--- config.mk ---
export PLATFORM = sky130hd
export DESIGN_NAME = bb3_back
export DESIGN_NICKNAME = d
export VERILOG_FILES = /design/src/design/bb3_pkg.sv /design/src/design/bb3_back.sv
export VERILOG_INCLUDE_DIRS = /design/src /design/src/design
export SDC_FILE = /design/constraint.sdc
export NUM_CORES = 2
export LEC_CHECK = 0
export BUFFER_PORTS_ARGS = -buffer_cell sky130_fd_sc_hd__buf_2
export CORE_MARGIN = 10
export CORE_UTILIZATION = 50
export DETAILED_ROUTE_END_ITERATION = 16
export GPL_TIMING_DRIVEN = 0
export HOLD_SLACK_MARGIN = 0.12
export PLACE_DENSITY_LB_ADDON = 0.2
export RECOVER_POWER = 100
export SYNTH_ARGS = -nofsm -noshare
export SYNTH_HDL_FRONTEND = slang
export SYNTH_SLANG_ARGS = --single-unit
--- constraint.sdc ---
create_clock -name clk -period 14.1 [get_ports clk]
set_input_delay 0.705 -clock clk [delete_from_list [all_inputs] [get_ports clk]]
set_output_delay 0.705 -clock clk [all_outputs]
set_load 0.01 [all_outputs]
--- src/design/box_blur_3x3_unit_defines.svh ---
// assertion macros for the box blur unit
`ifndef BOX_BLUR_3X3_UNIT_DEFINES_SVH
`define BOX_BLUR_3X3_UNIT_DEFINES_SVH
`ifndef ASSERT_OFF
`define BB3_ASSERT_RST(name, clk, rst_n, prop) \
  name: assert property (@(posedge clk) disable iff (!rst_n) prop) \
    else $error("bb3 assertion failed");
`define BB3_ASSERT_CLK(name, clk, prop) \
  name: assert property (@(posedge clk) prop) else $error("bb3 assertion failed");
`else
`define BB3_ASSERT_RST(name, clk, rst_n, prop)
`define BB3_ASSERT_CLK(name, clk, prop)
`endif
`endif

--- src/design/bb3_pkg.sv ---
// shared types, constants and functions of the box blur unit
package bb3_pkg;

  localparam int MAX_WIDTH_DEF = 1024;
  localparam int WIDTH_W       = 11;
  localparam int HEIGHT_W      = 16;
  localparam int CFG_DATA_W    = 16;
  localparam int CFG_IDX_W     = 1;
  localparam int QDEPTH        = 4;
  localparam int RECIP_SHIFT   = 18;

  localparam logic [WIDTH_W-1:0]   WIDTH_RESET  = 11'd1024;
  localparam logic [HEIGHT_W-1:0]  HEIGHT_RESET = 16'd768;
  localparam logic [CFG_IDX_W-1:0] REG_FRAME_WIDTH  = 1'b0;
  localparam logic [CFG_IDX_W-1:0] REG_FRAME_HEIGHT = 1'b1;

  typedef struct packed {
    logic [7:0] in_red;
    logic [7:0] in_green;
    logic [7:0] in_blue;
  } in_pix_t;

  typedef struct packed {
    logic [7:0] out_red;
    logic [7:0] out_green;
    logic [7:0] out_blue;
    logic       last_in_run;
    logic       frame_end;
  } out_pix_t;

  typedef struct packed {
    logic [7:0] r;
    logic [7:0] g;
    logic [7:0] b;
  } pixel_t;

  // grid index is col*3+row, col 0 = two back, row 0 = two rows up
  typedef struct packed {
    pixel_t [8:0] grid;
    logic [3:0]   mask;
    logic [1:0]   rf_a;
    logic [1:0]   rf_b;
    logic [1:0]   cf_a;
    logic [1:0]   cf_b;
  } job_t;

  // ceil(2^18 / (2n)) for the neighbour counts that occur
  function automatic logic [17:0] recip(input logic [3:0] n);
    logic [17:0] m;
    unique case (n)
      4'd1: m = 18'd131072;
      4'd2: m = 18'd65536;
      4'd3: m = 18'd43691;
      4'd4: m = 18'd32768;
      4'd6: m = 18'd21846;
      4'd9: m = 18'd14564;
      default: m = 18'd0;
    endcase
    return m;
  endfunction

endpackage

--- src/design/bb3_back.sv ---
// back part: walks results of each job, sums, divides and drives the output
`include "box_blur_3x3_unit_defines.svh"
module bb3_back (
  input  logic              clk,
  input  logic              rst_n,
  input  logic              head_v,
  input  bb3_pkg::job_t     head,
  output logic              pop,
  output logic              out_valid,
  input  logic              out_stall,
  output bb3_pkg::out_pix_t out_data
);
  import bb3_pkg::*;

  logic [3:0]  done_r, rem, cur;
  logic        last, issue, sum_en, out_en;
  logic [1:0]  rf, cf;
  logic [3:0]  n;
  logic [11:0] sr, sg, sb;

  logic        sum_v_r, s_last_r, s_fe_r;
  logic [11:0] s_r_r, s_g_r, s_b_r;
  logic [3:0]  s_n_r;
  logic [17:0] m;
  logic [12:0] xr, xg, xb;
  logic [30:0] pr, pg, pb;

  logic        out_v_r;
  out_pix_t    out_r;

  assign rem  = head.mask & ~done_r;
  assign cur  = rem & (~rem + 4'd1);
  assign last = (rem & ~cur) == '0;
  assign rf   = (cur[0] || cur[1]) ? head.rf_a : head.rf_b;
  assign cf   = (cur[0] || cur[2]) ? head.cf_a : head.cf_b;
  assign n    = 4'((2'd3 - rf) * (2'd3 - cf));

  assign out_en = !out_v_r || !out_stall;
  assign sum_en = !sum_v_r || out_en;
  assign issue  = head_v && sum_en;
  assign pop    = issue && last;

  always_comb begin
    sr = '0;
    sg = '0;
    sb = '0;
    for (int x = 0; x < 3; x++) begin
      for (int y = 0; y < 3; y++) begin
        if (x >= int'(cf) && y >= int'(rf)) begin
          sr = sr + 12'(head.grid[x*3+y].r);
          sg = sg + 12'(head.grid[x*3+y].g);
          sb = sb + 12'(head.grid[x*3+y].b);
        end
      end
    end
  end

  always_ff @(posedge clk) begin
    if (!rst_n) begin
      done_r  <= '0;
      sum_v_r <= 1'b0;
      out_v_r <= 1'b0;
    end else begin
      if (issue) begin
        done_r <= last ? '0 : (done_r | cur);
      end
      if (sum_en) begin
        sum_v_r <= issue;
      end
      if (out_en) begin
        out_v_r <= sum_v_r;
      end
    end
  end

  always_ff @(posedge clk) begin
    if (issue) begin
      s_r_r    <= sr;
      s_g_r    <= sg;
      s_b_r    <= sb;
      s_n_r    <= n;
      s_last_r <= last;
      s_fe_r   <= cur[3];
    end
  end

  // rounded mean (2*sum+n)/(2n) by reciprocal multiply
  assign m  = recip(s_n_r);
  assign xr = {s_r_r, 1'b0} + 13'(s_n_r);
  assign xg = {s_g_r, 1'b0} + 13'(s_n_r);
  assign xb = {s_b_r, 1'b0} + 13'(s_n_r);
  assign pr = 31'(xr) * 31'(m);
  assign pg = 31'(xg) * 31'(m);
  assign pb = 31'(xb) * 31'(m);

  always_ff @(posedge clk) begin
    if (out_en && sum_v_r) begin
      out_r.out_red     <= pr[RECIP_SHIFT+7:RECIP_SHIFT];
      out_r.out_green   <= pg[RECIP_SHIFT+7:RECIP_SHIFT];
      out_r.out_blue    <= pb[RECIP_SHIFT+7:RECIP_SHIFT];
      out_r.last_in_run <= s_last_r;
      out_r.frame_end   <= s_fe_r;
    end
  end

  assign out_valid = out_v_r;
  assign out_data  = out_r;

  `BB3_ASSERT_RST(a_fe_last, clk, rst_n, out_v_r && out_r.frame_end |-> out_r.last_in_run)
  `BB3_ASSERT_RST(a_issue_some, clk, rst_n, issue |-> cur != '0)
  `BB3_ASSERT_CLK(a_rst_idle, clk, !rst_n |=> !out_v_r && !sum_v_r)

endmodule

==> metrics.md <==
| Metric | Value |
|---|---|
| Worst Setup Path Type | input pin to flip-flop |
| Netlist Area Pre-Place | between 20000 and 30000 µm² |
| DR WL/cell | between 15 and 20 µm |
| Initial antenna violation count | 1 |
| Sequential area share after synthesis | ~7.4% |
| Gr usage total | 25.1% |
| First-pass GRT wire length | 132 mm |
| Non-filler cells in the finished layout | 4439 |
| Synth top area cells | fa_1, ha_1, inv_1 |
| Post-route cell area | 31600 µm² |
| FFs w/ async S/R, synth | 0% |
| Post-detail-place hpwl | between 70 and 80 mm |
| Hold-fix buffers at CTS | 0 |
| DRT Wirelength | 84.6 mm |
| Share of layout cells above drive strength 1 | 7.73% |
| Setup TNS | 0 ps |
| Detailed-route DRC error count | 0 |
| I/O pin count | 260 |
| Seq pwr share | 12.4% |
| WL met1 | 36.2 mm |
| Placer Congestion | approximately 0.95 |
| Met3 wire len | 5.29 mm |
| Detail Route Antenna Nets | 0 |
| Vias in the first global route | 24100 |
| Gate Count Post-Synth | 3385 |
| Worst EP arrival | 12540 ps |
| CP max stage delay | 660 ps |
| Final period util | about nine tenths |
| Max Slew Vio Count | 55 |
| Root buffer cell | clkbuf_16 |
| Min Hold Slack | 420 ps |
| WL met2 | just over 40 mm |
| Commonest non-fill, non-tap cells in the layout | inv_1, fa_1, ha_1 |
| EDFF count, synth | around 70 |
| Status | finished with violations |
| Via count | 23800 |
| Crit. End Element | flip-flop |
| Peak VDD IR | a little over 0.07 mV |
| Internal power | 0.00146 W |
| Critical Path RT | 14220 ps |
| Vias/cell | 5.35 |
| Final setup fails | 0 |
| Clk buf depth | 2 |
| Crit path top cell by count | ha_1 |
| LEAKAGE | 16.0 nW |
| Final nets | 4732 |
| Rows | 88 |
| Highest Clock Rate | about 81 MHz |
| Num CTS Buffers | 9 |
| Grt ovf | 0 |
| Post-cts sizing count | 0 |
| Unrepaired setup endpoints after global routing | no |
| PwrDens | 97.6 nW/µm² |
| Pre-Repair DR Iteration Count | 5 |
| Post-CTS setup buffers | 0 |
| Port bufs | 259 |
| Most common cell after layout, fill and taps aside | inv_1 |
| # placed instances | 4421 |
| Final Critical Period | 12420 ps |
| NetSw | around 0.0016 W |
| H-Tree Depth | 3 |
| Worst-Margin Slew | 2480 ps |
| Hold Crit Class | flip-flop to flip-flop |
| Max-cap viol count | 2 |
| Synth top area share | about 33% |
| Num Clock Sinks | 74 |
| Starting Density | 50.4% |
| Main synth FF type | edfxtp_1 |
| Power Total | 0.00309 W |
| Synth-to-layout area growth | 8.69% |
| Die H | 261 µm |
| Net Sw Frac | a little over half |
| Synth Warn # | 0 |
| Area leader, netlist | fa_1 |
| CP max FO | 10 |
| Die Wd | 261 µm |
| Relative slew margins | -66.8% |
| Mean Syn Cell Area | 8.60 µm² |
| Die ar. | slightly below 70000 µm² |
| Core Box Area | 57700 µm² |
| Clock power share | 7.7% |
| Area of placed instances | 31400 µm² |
| CTS tree | yes |
| Setup Skew | 28.0 ps |
| Slowest CP cell | mux2i_1 |
| Synth cell types | 87 |
| Top routing layer in use | met4 |
| Startpoint types | input pin |
| DR iter-0 viols | 1553 |
| Clk Latency, worst-skew pair | 390 ps |
| Reg clk slew, reported paths | 60 ps |
| Fin. Hold Viols | 0 |
| Largest net degree at the start of global routing | 40 |
| Reg-to-reg slack, setup | 1830 ps |
| Violated checks | max-capacitance violations, max-slew violations |
| Seq cells post-synth | 74 |
| Gate power share | ~80% |
[path summary, 6_finish.rpt]
| kind | startpoint | end | cells after the start |
|---|---|---|---|
| setup / recovery | head[10] | s_r_r[11] | 52 |
| hold reg to reg | s_last_r | out_data[1] | 0 |
| setup reg to reg | done_r[1] | s_r_r[11] | 51 |
| hold / removal | s_last_r | out_data[1] | 0 |
[metal layers]
| metal | vias to the layer above | global-route usage (%) |
|---|---|---|
| li1 | 11400 | - |
| met5 | - | 0 |
| met4 | 0 | 6.57 |
| met2 | 730 | 42.5 |
| met1 | 11500 | 32.8 |
| met3 | 118 | 4.11 |
[sequential cells by signal, summed over array words and instances (netlist names)]
name       flops
out_data      26
s_b_r         12
sum_v_r        1
s_fe_r         1
s_r_r         12
s_last_r       1
s_g_r         12
done_r         4
s_n_r          4
out_valid      1
[through the flow]
step	setup WS [ps]	utilization, %
after floorplan	4420	-
after global placement	1790	54.4
after detailed placement	1710	54.5
after CTS	2110	55.0
after global routing	736	54.8
final	1680	54.8
[cells by family after synthesis]
family / after synthesis / share of synthesized area [%]
xor+xnor: 223 / 7.02
flops: 74 / 7.43
other cells: 2 / 0.0258
fa+ha+maj: 836 / 48.2
mux: 23 / 0.817
buf+inv: 735 / 9.50
simple gates: 949 / 15.4
compound gates: 543 / 11.7
[power by group through the flow]
stage	registers, W	logic, W	clock network (W)
floorplan	0.000385	0.00179	0
global placement	0.000385	0.00241	0
detailed placement	0.000387	0.00245	0
CTS	0.000382	0.00248	0.000243
global route	0.000390	0.00284	0.000250
finish	0.000382	0.00247	0.000238
[critical path, delay by kind of cell]
kind	cells	cell delay (ps)
AO/OA/AOI/OAI	20	4010
XOR/XNOR	3	360
adder cells (fa/ha/maj)	9	2890
buffers and inverters	5	1000
multiplexers	1	660
AND/OR/NAND/NOR	14	2880
[cells in the mapped netlist (all sizes together) (12+ instances only)]
library cell and count:
o21bai 15, or3 17, nor2b 55, nand2b 48
o21a 37, a211oi 22, mux2i 17, o31ai 13
nor2 251, nand3 42, inv 673, or2 12
nand2 334, o21ai 194, nor3 63, o2111ai 12
xnor2 143, xor2 76, edfxtp 68, and2 55
fa 474, a21o 69, and3 23, ha 359
clkbuf 56, a21oi 113
[layout make-up]
cell class	instances	area [µm²]
antenna	2	5.00
buffer	62	236
clock buffer	9	225
clock inverter	7	60.1
fill	5575	26100
inverter	673	2530
multi-input combinational	2586	24200
sequential	74	2160
tap	765	957
timing repair buffer	261	1260
Note: power is estimated with default switching activity, not from simulation.
