$ cat src/design/box_blur_3x3_unit_defines.svh
// assertion macros for the box blur unit
`ifndef BOX_BLUR_3X3_UNIT_DEFINES_SVH
`define BOX_BLUR_3X3_UNIT_DEFINES_SVH
`ifndef ASSERT_OFF
`define BB3_ASSERT_RST(name, clk, rst_n, prop) \
  name: assert property (@(posedge clk) disable iff (!rst_n) prop) \
    else $error("bb3 assertion failed");
`define BB3_ASSERT_CLK(name, clk, prop) \
  name: assert property (@(posedge clk) prop) else $error("bb3 assertion failed");
`else
`define BB3_ASSERT_RST(name, clk, rst_n, prop)
`define BB3_ASSERT_CLK(name, clk, prop)
`endif
`endif

$ cat src/design/bb3_pkg.sv
// shared types, constants and functions of the box blur unit
package bb3_pkg;

  localparam int MAX_WIDTH_DEF = 1024;
  localparam int WIDTH_W       = 11;
  localparam int HEIGHT_W      = 16;
  localparam int CFG_DATA_W    = 16;
  localparam int CFG_IDX_W     = 1;
  localparam int QDEPTH        = 4;
  localparam int RECIP_SHIFT   = 18;

  localparam logic [WIDTH_W-1:0]   WIDTH_RESET  = 11'd1024;
  localparam logic [HEIGHT_W-1:0]  HEIGHT_RESET = 16'd768;
  localparam logic [CFG_IDX_W-1:0] REG_FRAME_WIDTH  = 1'b0;
  localparam logic [CFG_IDX_W-1:0] REG_FRAME_HEIGHT = 1'b1;

  typedef struct packed {
    logic [7:0] in_red;
    logic [7:0] in_green;
    logic [7:0] in_blue;
  } in_pix_t;

  typedef struct packed {
    logic [7:0] out_red;
    logic [7:0] out_green;
    logic [7:0] out_blue;
    logic       last_in_run;
    logic       frame_end;
  } out_pix_t;

  typedef struct packed {
    logic [7:0] r;
    logic [7:0] g;
    logic [7:0] b;
  } pixel_t;

  // grid index is col*3+row, col 0 = two back, row 0 = two rows up
  typedef struct packed {
    pixel_t [8:0] grid;
    logic [3:0]   mask;
    logic [1:0]   rf_a;
    logic [1:0]   rf_b;
    logic [1:0]   cf_a;
    logic [1:0]   cf_b;
  } job_t;

  // ceil(2^18 / (2n)) for the neighbour counts that occur
  function automatic logic [17:0] recip(input logic [3:0] n);
    logic [17:0] m;
    unique case (n)
      4'd1: m = 18'd131072;
      4'd2: m = 18'd65536;
      4'd3: m = 18'd43691;
      4'd4: m = 18'd32768;
      4'd6: m = 18'd21846;
      4'd9: m = 18'd14564;
      default: m = 18'd0;
    endcase
    return m;
  endfunction

endpackage

$ cat src/design/bb3_queue.sv
// job queue between front and back
`include "box_blur_3x3_unit_defines.svh"
module bb3_queue (
  input  logic          clk,
  input  logic          rst_n,
  input  logic          push,
  input  bb3_pkg::job_t push_job,
  output logic          full,
  input  logic          pop,
  output logic          head_v,
  output bb3_pkg::job_t head
);
  import bb3_pkg::*;

  localparam int PW = $clog2(QDEPTH);

  job_t          q_r [QDEPTH];
  logic [PW-1:0] wr_r, rd_r;
  logic [PW:0]   cnt_r;

  assign full   = cnt_r == (PW+1)'(QDEPTH);
  assign head_v = cnt_r != '0;
  assign head   = q_r[rd_r];

  always_ff @(posedge clk) begin
    if (!rst_n) begin
      wr_r  <= '0;
      rd_r  <= '0;
      cnt_r <= '0;
    end else begin
      if (push) begin
        wr_r <= wr_r + PW'(1);
      end
      if (pop) begin
        rd_r <= rd_r + PW'(1);
      end
      unique case ({push, pop})
        2'b10:   cnt_r <= cnt_r + (PW+1)'(1);
        2'b01:   cnt_r <= cnt_r - (PW+1)'(1);
        default: cnt_r <= cnt_r;
      endcase
    end
  end

  always_ff @(posedge clk) begin
    if (push) begin
      q_r[wr_r] <= push_job;
    end
  end

  `BB3_ASSERT_RST(a_push_room, clk, rst_n, push |-> !full)
  `BB3_ASSERT_RST(a_pop_item, clk, rst_n, pop |-> head_v)
  `BB3_ASSERT_RST(a_cnt_bound, clk, rst_n, cnt_r <= (PW+1)'(QDEPTH))

endmodule

$ cat config.mk
export PLATFORM = sky130hd
export DESIGN_NAME = bb3_queue
export DESIGN_NICKNAME = d
export VERILOG_FILES = /design/src/design/bb3_pkg.sv /design/src/design/bb3_queue.sv
export VERILOG_INCLUDE_DIRS = /design/src /design/src/design
export SDC_FILE = /design/constraint.sdc
export NUM_CORES = 1
export LEC_CHECK = 0
export BUFFER_PORTS_ARGS = -buffer_cell sky130_fd_sc_hd__buf_2
export CAP_MARGIN = 20
export CORE_MARGIN = 1
export CORE_UTILIZATION = 30
export DETAILED_ROUTE_END_ITERATION = 10
export HOLD_SLACK_MARGIN = 0.05
export MAX_ROUTING_LAYER = met4
export SETUP_SLACK_MARGIN = 0.3
export SYNTH_ARGS = -nofsm -noshare
export SYNTH_HDL_FRONTEND = slang
export SYNTH_SLANG_ARGS = --single-unit
$ cat constraint.sdc
create_clock -name clk -period 8.59 [get_ports clk]
set_input_delay 1.2885 -clock clk [delete_from_list [all_inputs] [get_ports clk]]
set_output_delay 1.2885 -clock clk [all_outputs]
set_load 0.03 [all_outputs]
==> summary.txt, run 1 <==
Status
  • Status: completed

Yosys
  • Synthesized net count: roughly 1.5k
  • Largest cells by area after synthesis: edfxtp_1, mux4_2, buf_12, dfxtp_1, buf_2
  • Mapped Cells: 1233
  • Xor/xnor cell area share of the yosys netlist: 0.130%
  • Synth Area in Compound Gates: 0.0372%
  • Synth warnings: 0
  • FF+latch count, synth: between 900 and 1k
  • Yosys top cell by area: edfxtp_1
  • Syn Area/Cell: between 20 and 30 µm²
  • Mux contribution to synthesized area: 15.3%
  • Post-Synthesis Cell Area: 33600 µm²
  • Adder-cell share of the synthesized area: 0.246%
  • Main combinational cell family by area after synthesis: multiplexers
  • Simple-gate share of the synthesized area: 0.276%
  • Post-synthesis cell type count: 21
  • Register area share after synthesis: 82.1%
  • Synth top area share: 81.5%

Global routing
  • Grt ovf: 0
  • Vias in the first global route: around 16k
  • Pin count of the biggest net entering global routing: between 100 and 150
  • First-pass GRT wire length: 102 mm
  • GRT Util Overall: 12.5%
  • Antenna violations before repair: 26

Pwr
  • Max rail drop VDD: approximately 160 µV
  • PwrDens: approximately 260 nW/µm²
  • Lkg Pwr: 13.2 nW

Placement
  • Final HPWL DP: 42.1 mm
  • I/O Buffers: 461
  • Placed insts: 3148
  • Final weighted congestion in routability-driven placement: ~0.74
  • Placed inst area: 37300 µm²

Setup path
  • FF-to-FF Start: wr_r[1]$_SDFFE_PN0P_
  • Reg-to-Reg End: q_r[1][32]$_DFFE_PP_
  • Worst setup path category: reg -> out
  • Required time worst endpoint: roughly 7300 ps
  • Worst Setup End Kind: output port
  • CP Cell Sequence: buf_12 > buf_4 > mux4_2 > buf_2
  • Critical path launch point type: flop
  • Reg2Reg Setup Slack: 5860 ps
  • Critical Path AT: 3480 ps
  • FF-to-FF path depth: 4
  • Critical Path Slowest Stage Cell: dfxtp_4
  • CP max FO: 81
  • Worst path max stage delay: 750 ps

Clock network
  • Clock sinks: 921
  • CTS Buf Count: 96
  • CTS tree: built
  • Hold Buf Count CTS: 0
  • CTS clk-pin slew, worst paths: 60 ps
  • Post-CTS Setup Inserts: 0
  • # H-tree levels: 3
  • Clock Latency Late Sink: 670 ps
  • Clock Path Buffers: 3
  • Cts repair resizes: 0
  • Root Driver: clkbuf_16

Route
  • Metal3 WL: 6.18 mm
  • WL final: between 60 and 70 mm
  • WL/cell: 20.7 µm
  • Met2 WL post-DR: 34.2 mm
  • Post-route ant nets: 0
  • Top Layer Used: met4
  • DRC: 0
  • Iter 0 DRT Violations: 876
  • Vias per cell: 4.43
  • M1 WL: approximately 28 mm
  • Vias: roughly 15k
  • DR pass1 iterations: 5

Floorplanning
  • Die Y: 337 µm
  • Core area: 111000 µm²
  • Die area: 113000 µm²
  • Starting Density: 30.3%
  • Die X: 337 µm
  • Ports: 462
  • Row count: around 120

Worst hold path
  • Worst Hold Class: reg -> reg
  • Hold path cells: 2
  • Hold path start: wr_r[1]$_SDFFE_PN0P_
  • Min-Delay Endpoint: wr_r[1]$_SDFFE_PN0P_

STA
  • Fin Clk Skew: roughly 24 ps
  • Crit path time final: 4770 ps
  • Final setup violation count: 0
  • Setup TNS: 0 ps
  • Worst-margin pin slew: 1180 ps
  • Slew Limit Headroom: around 21%
  • Fmax: roughly 210 MHz
  • Final worst-path cycle share: 55.5%
  • RSZ-0062 raised after global routing: false
  • Slew Limit Fails: 0
  • Fin. Hold Viols: 0

Final layout
  • Most common cell after layout, fill and taps aside: edfxtp_1
  • Finished Layout Cells: 3348
  • Filler cell count: 10.1k
  • Most frequent cells in the layout: edfxtp_1, buf_2, mux4_2
  • Final instance area: slightly above 40000 µm²
  • Area grow syn2layout: 20.4%
  • Share of post-route cells with drive strength above 1: 45.8%
  • Nets: between 1.5k and 2k

Job
  • Max_cap viols: 0
-- cell families (layout without fill, tap and decap cells) --
logic type / Yosys count / count (layout)
XOR/XNOR: 5 / 5
multiplexers: 230 / 230
AND/OR/NAND/NOR: 15 / 15
adder cells (fa/ha/maj): 6 / 6
flip-flops: 921 / 921
AO/OA/AOI/OAI: 2 / 2
buffers and inverters: 54 / 654
other: 0 / 27
-- per-stage QoR --
stage | power, mW | worst slack, ps | hold WS, ps | utilization [%]
2_1_floorplan | 6.19 | 1520 | 467 | -
3_3_place_gp | 6.50 | 4420 | 480 | 33.7
3_5_place_dp | 6.53 | 4400 | 560 | 33.7
4_1_cts | 10.5 | 3660 | 563 | 36.4
5_1_grt | 10.8 | 3510 | 603 | 36.5
6_report | 10.4 | 3820 | 559 | 36.5
-- worst max-delay path, delay by kind of cell, from the launching register on --
| kind | cells | cell delay [ps] |
|---|---|---|
| mux | 1 | 570 |
| buf+inv | 3 | 1270 |
| flops | 1 | 750 |
-- final cells by class --
cell class / instances / area, µm² / share of cell area, %
tap: 1488 / 1860 / 4.60
clock inverter: 55 / 559 / 1.38
inverter: 3 / 11.3 / 0.0278
timing repair buffer: 478 / 2500 / 6.17
multi-input combinational: 258 / 5400 / 13.3
antenna: 27 / 67.6 / 0.167
sequential: 921 / 27600 / 68.2
clock buffer: 118 / 2480 / 6.14
-- worst max-delay path by stage --
stage	slack [ps]	depth (start not counted)	to	start
detailed placement	4400	4	head[73]	flop
CTS	3660	4	head[73]	flop
floorplan	1520	1	q_r[0][0]$_DFFE_PP_	push
global placement	4420	4	head[6]	flop
global route	3510	4	head[69]	flop
finish	3820	4	head[69]	flop
-- flip-flops by register name, summed over array words and instances (netlist names), named ones only --
name / flops
q_r: 912
rd_r: 2
wr_r: 2
cnt_r: 3
-- where the power goes --
part / internal, mW / total (mW) / switching (mW)
combinational: 0.412 / 1.18 / 0.767
clock: 2.31 / 3.98 / 1.67
sequential: 5.17 / 5.23 / 0.0611
-- synth_stat cells (all sizes together) --
cell type,n
a21boi,1
and2,9
buf,49
clkbuf,2
dfxtp,9
edfxtp,912
fa,1
ha,5
inv,3
mux2i,2
mux4,228
nand2,1
nor2b,2
nor3b,1
o21ai,1
or3,2
xnor2,3
xor2,2
-- routing by layer --
layer	track usage [%]	up-vias
li1	-	6476
met1	14.6	7777
met2	20.0	484
met3	4.58	102
met4	3.70	0
met5	-	-
No activity file was read; power rests on OpenSTA's default activity.
==> inputs of run 2 (changes only) <==
- clock period: 8.59 -> 4.6 ns (I/O delays scaled with it)
==> run 2 against run 1 <==
Against the previous run: clock skew rose by 1.6 ps; critical endpoint is now head[210]; flip-flop and latch count is the same; clock power increased by 95%; total power up 90%.
==> summary.txt, run 2 (synthesis results as in run 1) <==
Global routing
  • GRT Util Overall: 12.7% (+0.25 points)
  • First-pass GRT wire length: 103 mm (+0.73%)
  • Pin count of the biggest net entering global routing: 68 (-42%)
  • Vias in the first global route: 16.2k (+0.20%)
  • Grt ovf: 0 (unchanged)
  • Antenna violations before repair: 32 (+23%)

Floorplanning
  • Die area: 113000 µm² (unchanged)
  • Row count: 122 (unchanged)
  • Die X: 337 µm (unchanged)
  • Core area: 111000 µm² (unchanged)
  • Starting Density: 30.3% (unchanged)
  • Ports: 462 (unchanged)
  • Die Y: 337 µm (unchanged)

Route
  • DRC: 0 (unchanged)
  • DR pass1 iterations: 4 (-1)
  • Iter 0 DRT Violations: 891 (+1.7%)
  • WL final: 71.1 mm (+2.6%)
  • Vias: 14.9k (+0.51%)
  • Vias per cell: 4.41 (-0.41%)
  • WL/cell: 21.1 µm (+1.6%)
  • Post-route ant nets: 0 (unchanged)

Pwr
  • Lkg Pwr: 13.5 nW (+2.2%)
  • PwrDens: 483 nW/µm² (+88%)
  • Clock power share: 39.3% (+1.0 points)
  • Flop pwr share: 49.3% (-1.0 points)
  • Sw frac: 23.9% (-0.19 points)
  • Switching power total: 4.73 mW (+89%)
  • Comb pwr share: 11.4% (about the same)
  • Max rail drop VDD: 347 µV (+110%)
  • Cell Int Power: 15.1 mW (+91%)

Setup path
  • FF-to-FF Start: wr_r[0]$_SDFFE_PN0P_
  • Worst Setup End Kind: output port
  • Worst setup path category: reg -> out
  • Required time worst endpoint: 3910 ps (-3390 ps)
  • FF-to-FF path depth: 4 (unchanged)
  • Critical path launch point type: flop
  • CP max FO: 55 (-32%)
  • Reg2Reg Setup Slack: 2400 ps (-3460 ps)
  • Reg-to-Reg End: q_r[2][117]$_DFFE_PP_
  • Critical Path AT: 2800 ps (-680 ps)

Clock network
  • Clock sinks: 921 (unchanged)
  • Post-CTS Setup Inserts: 0 (unchanged)
  • # H-tree levels: 3 (unchanged)
  • Clock Path Buffers: 3 (unchanged)
  • CTS tree: built
  • CTS clk-pin slew, worst paths: 60 ps (about the same)
  • Clock Latency Late Sink: 670 ps (about the same)
  • Hold Buf Count CTS: 0 (unchanged)
  • Root Driver: clkbuf_16
  • Cts repair resizes: 0 (unchanged)
  • CTS Buf Count: 95 (-1.0%)

Worst hold path
  • Hold path cells: 1 (-1)
  • Min-Delay Endpoint: q_r[1][139]$_DFFE_PP_
  • Worst Hold Class: in -> reg
  • Hold path start: push_job[139]

Final layout
  • Share of post-route cells with drive strength above 1: 47.5% (+1.7 points)
  • Number of flip-flops in the largest register: 912 (unchanged)
  • Register Area: 27600 µm² (unchanged)
  • Regs by FF count: q_r (912), cnt_r (3)
  • Filler cell count: 10.1k (-0.20%)
  • Nets: 2027 (+1.6%)
  • Register with the most flip-flops: q_r
  • Area grow syn2layout: 22.0%
  • Footprint of the multi-input gates: 5400 µm² (unchanged)
  • Most common cell after layout, fill and taps aside: edfxtp_1
  • Most frequent cells in the layout: edfxtp_1, buf_2, mux4_2
  • Finished Layout Cells: 3379 (+0.93%)

STA
  • Final worst-path cycle share: 75.9%
  • Slew Limit Headroom: 37.5% (+16 points)
  • Worst hold slack: 241 ps (-318 ps)
  • Crit path time final: 3490 ps
  • Final setup violation count: 0 (unchanged)
  • Fmax: 286 MHz
  • Slew Limit Fails: 0 (unchanged)
  • Setup TNS: 0 ps (unchanged)
  • Worst-margin pin slew: 938 ps (-241 ps)
  • Fin Clk Skew: 25.1 ps (+1.55 ps)
  • Fin. Hold Viols: 0 (unchanged)
  • RSZ-0062 raised after global routing: false

Placement
  • Final HPWL DP: 44.2 mm (+5.0%)
  • Placed insts: 3180 (+1.0%)
  • Final weighted congestion in routability-driven placement: 0.731 (-0.99%)
  • I/O Buffers: 461 (unchanged)

Job
  • Max_cap viols: 0 (unchanged)

Status
  • Status: completed
-- run 2: cell count changes in the layout (fill, tap and decap cells not counted), sizes merged --
cell	before	now
buf	478	510
clkinvlp	0	1
clkbuf	118	113
inv	8	9
clkinv	42	39
bufinv	8	13
-- run 2: worst max-delay path, cell delays in order, from the launching register on --
cell	delay, ps
dfxtp_4	760
buf_12	440
mux4_2	610
buf_2	200
-- run 2: routing by layer --
layer	part of all wire, %	track usage, %
met5	0	-
met3	9.5	5.12
met1	40	14.9
met2	48	20.0
met4	2.5	4.21
-- run 2: through the flow --
step,setup slack (ps),cell area (µm²),utilization (%),total power [mW]
finish,1110,41000,37.0,19.8
global route,924,41000,37.0,20.5
CTS,988,40900,36.9,20.1
detailed placement,1750,37700,34.1,12.3
global placement,1760,37700,34.1,12.2
floorplan,681,33600,-,11.5
-- run 2: worst max-delay path by stage --
stage | endpoint | slack (ps) | cells after the start
2_1_floorplan | q_r[1][0]$_DFFE_PP_ | 680 | 1
3_3_place_gp | head[210] | 1760 | 3
3_5_place_dp | head[210] | 1750 | 3
4_1_cts | head[210] | 990 | 3
5_1_grt | head[210] | 920 | 3
6_report | head[210] | 1110 | 3
-- run 2: area by class of cell --
| class | instances | area share, % |
|---|---|---|
| Inverter | 3 | 0.0275 |
| Sequential cell | 921 | 67.3 |
| Timing Repair Buffer | 510 | 7.08 |
| Multi-Input combinational cell | 258 | 13.2 |
| Clock inverter | 59 | 1.67 |
| Antenna cell | 27 | 0.165 |
| Clock buffer | 113 | 6.07 |
| Tap cell | 1488 | 4.54 |
-- run 2: power groups by stage --
| stage | clock, mW | combinational [mW] | sequential [mW] |
|---|---|---|---|
| global route | 8.27 | 2.42 | 9.79 |
| detailed placement | 0 | 2.31 | 9.94 |
| CTS | 7.99 | 2.32 | 9.77 |
| floorplan | 0 | 1.59 | 9.92 |
| global placement | 0 | 2.28 | 9.92 |
| finish | 7.77 | 2.26 | 9.76 |
==> inputs of run 3 (changes only) <==
- clock period: 4.6 -> 3.7 ns (I/O delays scaled with it)
==> run 3 against run 2 <==
Against the previous run: clock power rose by 22%; non-clock buffer count is 87 higher; register-to-register slack lost 770 ps; setup slack got worse by 470 ps; critical path depth unchanged; via count rose by 1.8%; sequential power increased by 24%; critical endpoint is now head[203]; largest cell class unchanged.
==> summary.txt, run 3 (synthesis results as in run 1) <==
Setup path
  • Critical Path AT: 2510 ps (-290 ps)
  • Critical Path Slowest Stage Cell: mux4_2
  • Required time worst endpoint: 3140 ps (-770 ps)
  • CP Cell Sequence: buf_12 > mux4_2 > buf_2
  • Top Family by Delay on Critical Path: buffers and inverters
  • Buf/Inv on CP: 2 (unchanged)
  • Worst setup path category: reg -> out
  • Worst path max stage delay: 600 ps (-160 ps)
  • Worst Setup End Kind: output port
  • CP max FO: 53 (-3.6%)
  • Critical path launch point type: flop

Route
  • Iter 0 DRT Violations: 803 (-9.9%)
  • DR pass1 iterations: 5 (+1)
  • WL/cell: 20.1 µm (-4.7%)
  • DRC: 0 (unchanged)
  • Vias per cell: 4.39 (-0.60%)
  • Post-route ant nets: 0 (unchanged)
  • Vias: 15.2k (+1.8%)
  • WL final: 69.4 mm (-2.4%)

Pwr
  • PwrDens: 586 nW/µm² (+21%)
  • Pwr Total: 24.5 mW (+24%)
  • Lkg Pwr: 13.9 nW (+2.5%)
  • Max rail drop VDD: 425 µV (+22%)

Floorplanning
  • Row count: 122 (unchanged)
  • Starting Density: 30.3% (unchanged)
  • Die area: 113000 µm² (unchanged)
  • Core area: 111000 µm² (unchanged)
  • Ports: 462 (unchanged)
  • Die X: 337 µm (unchanged)
  • Die Y: 337 µm (unchanged)

Global routing
  • First-pass GRT wire length: 102 mm (-1.0%)
  • GRT Util Overall: 12.4% (-0.33 points)
  • Grt ovf: 0 (unchanged)
  • Pin count of the biggest net entering global routing: 71 (+4.4%)
  • Vias in the first global route: 16.3k (+0.50%)
  • Antenna violations before repair: 17 (-47%)

Placement
  • I/O Buffers: 461 (unchanged)
  • Final HPWL DP: 43.5 mm (-1.4%)
  • Placed insts: 3181 (+0.031%)
  • Placed inst area: 37800 µm² (+0.25%)
  • Final weighted congestion in routability-driven placement: 0.737 (+0.88%)

Final layout
  • Number of flip-flops in the largest register: 912 (unchanged)
  • Most frequent cells in the layout: edfxtp_1, buf_2, mux4_2
  • Final instance area: 41900 µm² (+2.1%)
  • Share of post-route cells with drive strength above 1: 45.1% (-2.4 points)
  • Regs by FF count: q_r (912), cnt_r (3)
  • Register with the most flip-flops: q_r
  • Finished Layout Cells: 3460 (+2.4%)
  • Nets: 2113 (+4.2%)
  • Most common cell after layout, fill and taps aside: edfxtp_1
  • Area grow syn2layout: 24.6%
  • Filler cell count: 9999 (-1.2%)

Clock network
  • Clock Latency Late Sink: 660 ps (about the same)
  • CTS tree: built
  • CTS Buf Count: 94 (-1.1%)
  • # H-tree levels: 3 (unchanged)
  • Clock sinks: 921 (unchanged)
  • Clock Path Buffers: 3 (unchanged)
  • CTS clk-pin slew, worst paths: 60 ps (about the same)
  • Cts repair resizes: 0 (unchanged)
  • Root Driver: clkbuf_16

Worst hold path
  • Worst Hold Class: in -> reg

STA
  • Fin. Hold Viols: 0 (unchanged)
  • Final worst-path cycle share: 82.8%
  • Final setup violation count: 0 (unchanged)
  • Setup TNS: 0 ps (unchanged)
  • RSZ-0062 raised after global routing: false
  • Fin Clk Skew: 34.2 ps (+9.10 ps)
  • Fmax: 326 MHz
  • Worst-margin pin slew: 642 ps (-296 ps)
  • Worst hold slack: 120 ps (-120 ps)
  • Crit path time final: about 3100 ps
  • Slew Limit Fails: 0 (unchanged)
  • Slew Limit Headroom: 57.2% (+20 points)

Status
  • Status: completed

Job
  • Max_cap viols: 0 (unchanged)
[run 3: changes by cell type in the layout (fill, tap and decap cells not counted)]
cell           previous run  this run
clkinv_2                 19        15
inv_16                    2         0
clkinvlp_4                1         4
clkinv_8                  2         0
inv_8                     1         0
clkbuf_1                 16        21
inv_6                     3         6
buf_4                    31        25
clkinv_1                 15        19
dlygate4sd3_1             0        86
bufinv_16                13        12
diode_2                  27        16
buf_12                   18        25
[run 3: repair_timing]
action,4_1_cts,5_1_grt
setup endpoints to repair,0,0
setup buffers,0,0
hold buffers,86,0
endpoints found under the hold margin,304,0
[run 3: final timing paths]
| kind | startpoint | end | slack (ps) | cells past startpoint |
|---|---|---|---|---|
| hold / removal | push_job[108] | q_r[1][108]$_DFFE_PP_ | 120 | 1 |
| setup reg to reg | wr_r[0]$_SDFFE_PN0P_ | q_r[0][187]$_DFFE_PP_ | 1630 | 5 |
| hold reg to reg | cnt_r[2]$_SDFFE_PN0P_ | cnt_r[2]$_SDFFE_PN0P_ | 520 | 2 |
| setup / recovery | flop | head[203] | 630 | 3 |
[run 3: area by class of cell]
class,instances,area (µm²),area share [%]
sequential,921,27600,65.9
multi-input combinational,258,5400,12.9
timing repair buffer,597,3860,9.21
clock buffer,118,2510,5.99
tap,1488,1860,4.45
clock inverter,59,616,1.47
antenna,16,40.0,0.0956
inverter,3,11.3,0.0269
[run 3: stage by stage]
step,util (%),setup WS (ps)
final,37.8,635
after global routing,37.8,472
after CTS,37.7,503
after detailed placement,34.1,1250
after global placement,34.1,1280
after floorplan,-,1110
[run 3: per-layer routing]
| metal | part of all wire, % | GRT usage [%] | up-vias | wire length [µm] |
|---|---|---|---|---|
| met2 | 50 | 19.9 | 442 | 34500 |
| met3 | 7.9 | 4.18 | 105 | 5490 |
| met5 | 0 | - | - | 0 |
| met4 | 2.3 | 4.04 | 0 | 1610 |
| met1 | 40 | 14.6 | 7933 | 27800 |
| li1 | - | - | 6701 | - |
[run 3: power breakdown]
group	internal (mW)	leakage, nW	switching (mW)
Combinational	1.09	3.90	1.83
Sequential	12.0	8.45	0.119
Clock	5.65	1.52	3.84
